[src/hw/rtl/mau_pkg.sv]
`timescale 1ns / 1ps
// ----------------------------------------------------------------------------
// mau_pkg: shared types and constants of the matrix arithmetic unit
// Matrix size, fixed-point format, operation codes, sequencer states and the
// command record passed from the front end to the execution side.
// ----------------------------------------------------------------------------
package mau_pkg;

  // matrix geometry and number format
  localparam int unsigned DIM       = 4;
  localparam int unsigned FRAC_BITS = 16;
  localparam int unsigned WORD_W    = 32;
  localparam int unsigned IDX_W     = $clog2(DIM);
  localparam int unsigned ELEMS     = DIM * DIM;
  localparam int unsigned ADDR_W    = $clog2(ELEMS);

  // multiply datapath widths
  localparam int unsigned PROD_W = 2 * WORD_W;
  localparam int unsigned ACC_W  = PROD_W + $clog2(DIM);
  localparam int unsigned PRE_W  = ACC_W - FRAC_BITS;

  // command queue depth
  localparam int unsigned QDEPTH = 2;
  localparam int unsigned QPTR_W = $clog2(QDEPTH);
  localparam int unsigned QCNT_W = $clog2(QDEPTH + 1);

  localparam logic [IDX_W-1:0] IDX_MAX = IDX_W'(DIM - 1);

  // saturation limits
  localparam logic [WORD_W-1:0] WORD_MAX = {1'b0, {(WORD_W - 1){1'b1}}};
  localparam logic [WORD_W-1:0] WORD_MIN = {1'b1, {(WORD_W - 1){1'b0}}};

  // operation register codes
  typedef enum logic [1:0] {
    OP_MUL   = 2'd0,
    OP_ADD   = 2'd1,
    OP_SUB   = 2'd2,
    OP_TRANS = 2'd3
  } mau_op_e;

  // store select of an input element
  typedef enum logic {
    KIND_LEFT  = 1'b0,
    KIND_RIGHT = 1'b1
  } mau_kind_e;

  // execution sequencer states
  typedef enum logic [2:0] {
    ST_IDLE,
    ST_READ,
    ST_MUL,
    ST_ACC,
    ST_EVAL
  } mau_state_e;

  // classified input item
  typedef struct packed {
    logic                 wr_left;
    logic                 wr_right;
    logic [ADDR_W-1:0]    addr;
    logic [WORD_W-1:0]    value;
    logic                 start;
  } mau_cmd_t;

  // linear store address of element (row, col)
  function automatic logic [ADDR_W-1:0] mau_addr(input logic [IDX_W-1:0] row,
                                                 input logic [IDX_W-1:0] col);
    return ADDR_W'(row) * ADDR_W'(DIM) + ADDR_W'(col);
  endfunction

endpackage

[src/hw/rtl/mau_queue.sv]
`timescale 1ns / 1ps
// ----------------------------------------------------------------------------
// mau_queue: command queue between front end and execution side
// Small register FIFO so loading can continue while a result matrix drains.
// ----------------------------------------------------------------------------
module mau_queue (
  input  logic                clk_i,
  input  logic                rst_ni,
  input  logic                push_valid_i,
  output logic                push_ready_o,
  input  mau_pkg::mau_cmd_t   push_cmd_i,
  output logic                pop_valid_o,
  input  logic                pop_ready_i,
  output mau_pkg::mau_cmd_t   pop_cmd_o
);
  import mau_pkg::*;

  mau_cmd_t            entry_q [QDEPTH];
  logic [QPTR_W-1:0]   wr_ptr_q, wr_ptr_d;
  logic [QPTR_W-1:0]   rd_ptr_q, rd_ptr_d;
  logic [QCNT_W-1:0]   count_q, count_d;
  logic                push, pop;

  assign push_ready_o = (count_q != QCNT_W'(QDEPTH));
  assign pop_valid_o  = (count_q != '0);
  assign push         = push_valid_i && push_ready_o;
  assign pop          = pop_valid_o && pop_ready_i;
  assign pop_cmd_o    = entry_q[rd_ptr_q];

  // pointer and fill update
  always_comb begin
    wr_ptr_d = wr_ptr_q;
    rd_ptr_d = rd_ptr_q;
    count_d  = count_q;
    if (push) begin
      wr_ptr_d = (wr_ptr_q == QPTR_W'(QDEPTH - 1)) ? '0 : wr_ptr_q + 1'b1;
    end
    if (pop) begin
      rd_ptr_d = (rd_ptr_q == QPTR_W'(QDEPTH - 1)) ? '0 : rd_ptr_q + 1'b1;
    end
    case ({push, pop})
      2'b10:   count_d = count_q + 1'b1;
      2'b01:   count_d = count_q - 1'b1;
      default: count_d = count_q;
    endcase
  end

  always_ff @(posedge clk_i or negedge rst_ni) begin
    if (!rst_ni) begin
      wr_ptr_q <= '0;
      rd_ptr_q <= '0;
      count_q  <= '0;
    end else begin
      wr_ptr_q <= wr_ptr_d;
      rd_ptr_q <= rd_ptr_d;
      count_q  <= count_d;
    end
  end

  // entry storage
  always_ff @(posedge clk_i) begin
    if (push) begin
      entry_q[wr_ptr_q] <= push_cmd_i;
    end
  end

endmodule

[config.mk]
export PLATFORM = sky130hd
export DESIGN_NAME = mau_queue
export DESIGN_NICKNAME = d
export VERILOG_FILES = /design/src/hw/rtl/mau_pkg.sv /design/src/hw/rtl/mau_queue.sv
export SDC_FILE = /design/constraint.sdc
export NUM_CORES = 1
export LEC_CHECK = 0
export BUFFER_PORTS_ARGS = -buffer_cell sky130_fd_sc_hd__buf_2
export CORE_MARGIN = 5
export CORE_UTILIZATION = 45
export DETAILED_ROUTE_END_ITERATION = 10
export GPL_ROUTABILITY_DRIVEN = 0
export PLACE_DENSITY = 0.82
export SYNTH_ARGS = -nofsm -noshare
export SYNTH_HDL_FRONTEND = slang
export SYNTH_SLANG_ARGS = --single-unit
[constraint.sdc]
create_clock -name clk_i -period 2.6 [get_ports clk_i]
set_input_delay 0.52 -clock clk_i [delete_from_list [all_inputs] [get_ports clk_i]]
set_output_delay 0.52 -clock clk_i [all_outputs]
set_load 0.02 [all_outputs]
* Yosys cells after proc, flatten, opt, wreduce, memory -nomap -nowiden
Memory sizes are Yosys's and may differ from the RTL's. Cells that the tools add are included.
Storage, ports and cells: bits in read-only memories 0, memories kept 1, input port bits 43, output and inout port bits 41, register bits after elaboration 4, latch bits 0, RAM bits 78, logic and storage cells 20
Memories:
- entry_q | words 2, width 39, read ports 1, clocked after Yosys merged registers in 0, wr ports 1, line mau_queue.sv:18 | mau_cmd_t entry_q [QDEPTH];
Operators by class: equality and inequality tests 3, add/sub/neg operators 4, divide/modulo/power cells 0, mux-type cells 5, order comparisons 0, reduce and logical (&&, ||, !) cells 4, shifts and indexed selects 0, multiply operators 0, bitwise gates (word level) 0
Operators with widths (count):
- $mux W1 | 4
- $pmux W2 S2 | 1
- $reduce_bool A2 Y1 | 2
- $add A1 B1 Y1 const B | 2
- $add A2 B1 Y2 const B | 1
- $eq A2 B1 Y1 const B | 1
- $eq A2 B2 Y1 const B | 1
- $logic_and A1 B1 Y1 | 2
- $ne A2 B2 Y1 const B | 1
- $sub A2 B1 Y2 const B | 1

* Logic depth before layout (Yosys ltp)
depth in word-level cells 4, gate-level depth with buffers 6, gate-level depth less buffers 6

* Least setup slack after synthesis
OpenSTA, ideal clock, no wires.
path type register -> register, start register count_q[0], end memory entry_q[0][0] (netlist bit), enable pin, setup time 0.435 ns, arrival 2.450 ns, slack -0.286 ns, data required time 2.165 ns, clock period less this slack 2.886 ns, cell stages (with the launch flop) 4, cells stage by stage dfrtp_1 -> nand2b_1 -> nand2_1 -> nor2_1
Between the ends: word-level cells in the longest chain between the ends 4
Ends and longest elaborated chain:
- from (decl) | line mau_queue.sv:21 | logic [QCNT_W-1:0] count_q, count_d;
- from (signal assigned) | line mau_queue.sv:56 | count_q <= count_d;
- $ne A2 B2 Y1 | line mau_queue.sv:24 | assign push_ready_o = (count_q != QCNT_W'(QDEPTH));
- named net push_ready_o | line mau_queue.sv:10 | output logic push_ready_o,
- $logic_and A1 B1 Y1 | line mau_queue.sv:26 | assign push = push_valid_i && push_ready_o;
- $mux W1 | line mau_queue.sv:62 | if (push) begin
- $mux W1 (implied by the code) | line mau_queue.sv:63 | entry_q[wr_ptr_q] <= push_cmd_i;
- to (decl) | line mau_queue.sv:18
The timed path passes the listed nets, and every way through them passes these cells.

==> flow_metrics.env <==
export IMPL_grt_pass1_vias=1701
export IMPL_multi_input_area_sq_um=543
export IMPL_drive_gt1_frac=0.609
export IMPL_r2r_cells=4
export IMPL_period_share=0.919
export IMPL_period_minus_slack_ns=2.39
export IMPL_cp_slowest_cell="dfrtp_2"
export IMPL_netlist_area_sq_um=3010
export IMPL_holdCritStartpoint="push_cmd_i[26]"
export IMPL_grt_max_degree=24
export IMPL_hpwl_um=3580
export IMPL_final_cell_mix="buf_2, edfxtp_1, mux2_2"
export IMPL_hold_path_class="in -> reg"
export IMPL_maxCapViolations=0
export IMPL_core_area_sq_um=6420
export IMPL_cts_max_level=3
export IMPL_power_w=0.00432
export IMPL_overflow=0
export IMPL_fp_row_count=29
export IMPL_chipWidth_um=91.7
export IMPL_finalSetupViolCount=0
export IMPL_n_fill_cell=507
export IMPL_insertion_delay_ns=0.34
export IMPL_slew_headroom=0.638
export IMPL_chipHeight_um=91.7
export IMPL_clk_path_buf_depth=2
export IMPL_tightest_slew_ns=0.542
export IMPL_startpoint="rd_ptr_q"
export IMPL_cts_clk_slew_worst_paths_ns=0.08
export IMPL_cts_root_buf="clkbuf_8"
export IMPL_syn_num_nets=182
export IMPL_io_buffers=83
export IMPL_ys_seq_area_frac=0.812
export IMPL_synth_seq_cells=82
export IMPL_slowest_delay_ns=0.70
export IMPL_clock_sink_count=82
export IMPL_n_antenna_cell=0
export IMPL_arrival_ns=1.87
export IMPL_critPathKind="reg -> out"
export IMPL_cts_resized=0
export IMPL_cp_depth=3
export IMPL_dr_first_iter_drc_count=51
export IMPL_wire_per_inst_um=16.8
export IMPL_avgViaCountPerCell=4.97
export IMPL_synth_warnings=0
export IMPL_worstPathRequired_ns=2.08
export IMPL_cp_num_buf_inv=2
export IMPL_dr_pass1_iters=4
export IMPL_finalHoldViolations=0
export IMPL_crit_path_cell_trace="buf_4, mux2_2, buf_2"
export IMPL_grt_pass1_wl_um=8510
export IMPL_irDropWorstVdd_mv=0.695
export IMPL_reg2reg_to="entry_q[0][29]"
export IMPL_max_freq_ghz=0.418
export IMPL_layout_commonest_cell="buf_2"
export IMPL_critPathTopFamily="flip-flops"
export IMPL_endpoint="pop_cmd_o[33]"
export IMPL_p_leak_nw=1.42
export IMPL_drc=0
export IMPL_final_max_slew_viol_count=0
export IMPL_tritoncts="built"
export IMPL_fin_util=0.585
export IMPL_power_density_nw_per_um2=1150
export IMPL_dieArea_sq_um=8420
export IMPL_reg2reg_slack_ns=0.83
export IMPL_syn_to_final_growth_pct=25.0
export IMPL_status="complete, no violations"
export IMPL_crit_path_start_kind="flip-flop"
export IMPL_rsz0062_at_grt="no"
export IMPL_reg2reg_from="count_q[0]"
export IMPL_cts_setup_buffers=0
export IMPL_drt_total_wl_um=5300
export IMPL_globalRouteTotalUtil=0.134
export IMPL_synth_distinct_cells=13
export IMPL_postRouteAntennaNets=0
export IMPL_via_count=1566
export IMPL_initial_utilization=0.468
export IMPL_synthCells=138
export IMPL_cts_buffers=9
export IMPL_fin_nets=277
export IMPL_worst_setup_path_end_kind="output port"
export IMPL_avgSynthCellArea_sq_um=21.8
export IMPL_fin_skew_ns=0.00476
export IMPL_antenna_found_initial=0
export IMPL_ios=84
export IMPL_crit_fanout=23
export IMPL_register_area_sq_um=2440
export IMPL_finalSetupTns_ns=0
[layout make-up]
cell class | count | share of cell area
clock buffer | 10 | 0.0340
multi-input combinational | 52 | 0.144
timing repair buffer | 88 | 0.128
tap | 77 | 0.0256
sequential | 82 | 0.650
clock inverter | 6 | 0.0180
[cell families after synthesis]
family        Yosys count  synth area share
fa+ha+maj               1           0.00416
flops                  82             0.812
simple gates            7            0.0129
mux                    39             0.146
buf+inv                 4           0.00999
xor+xnor                5            0.0146
[layer usage]
| layer | routed length, um | up-vias | GRT usage | share of wire |
|---|---|---|---|---|
| li1 | - | 731 | - | - |
| met1 | 2110 | 764 | 0.159 | 0.40 |
| met2 | 2660 | 61 | 0.216 | 0.50 |
| met3 | 431 | 10 | 0.0499 | 0.081 |
| met4 | 91 | 0 | 0.0619 | 0.017 |
| met5 | 0 | - | 0 | 0 |
[metrics by stage]
step | cells | instance area (sq um) | setup slack [ns] | hold WS [ns]
5_1_grt | 315 | 3760 | 0.0695 | 0.329
4_1_cts | 315 | 3760 | 0.156 | 0.339
2_1_floorplan | 138 | 3010 | 0.358 | 0.224
3_3_place_gp | 298 | 3550 | 0.540 | 0.332
3_5_place_dp | 298 | 3550 | 0.548 | 0.332
6_report | 315 | 3760 | 0.210 | 0.362
[cells in the mapped netlist (all sizes together)]
library cell	number	area share
ha	1	0.0042
buf	4	0.010
or2	1	0.0021
dfrtp	4	0.033
nor2	2	0.0025
edfxtp	78	0.78
and3	1	0.0021
mux2	39	0.15
and2	1	0.0029
xnor2	3	0.0087
xor2	2	0.0058
nand2b	1	0.0021
nand2	1	0.0012
[repair_timing]
item                       4_1_cts  5_1_grt
hold buffers                     1        0
setup endpoints to repair        0        0
hold endpoints to repair         4        0
[where the power goes]
part / total (W) / switching (W) / leakage (nW) / internal (W)
logic: 0.00146 / 0.000841 / 0.554 / 0.000622
registers: 0.00196 / 0.000150 / 0.770 / 0.00181
clock network: 0.000899 / 0.000451 / 0.0929 / 0.000447
[flip-flops by register name, indices dropped and copies added, names as in the netlist]
signal and cells:
wr_ptr_q 1, entry_q 78, rd_ptr_q 1, count_q 2
[worst min path at each step]
stage / slack [ns] / depth (start not counted) / endpoint
final: 0.36 / 1 / entry_q[1][26]
after global routing: 0.33 / 1 / entry_q[0][23]
after CTS: 0.34 / 1 / entry_q[1][26]
after detailed placement: 0.33 / 1 / count_q[1]
after global placement: 0.33 / 1 / count_q[1]
after floorplan: 0.22 / 0 / count_q[0]
No activity file was read; power rests on OpenSTA's default activity.
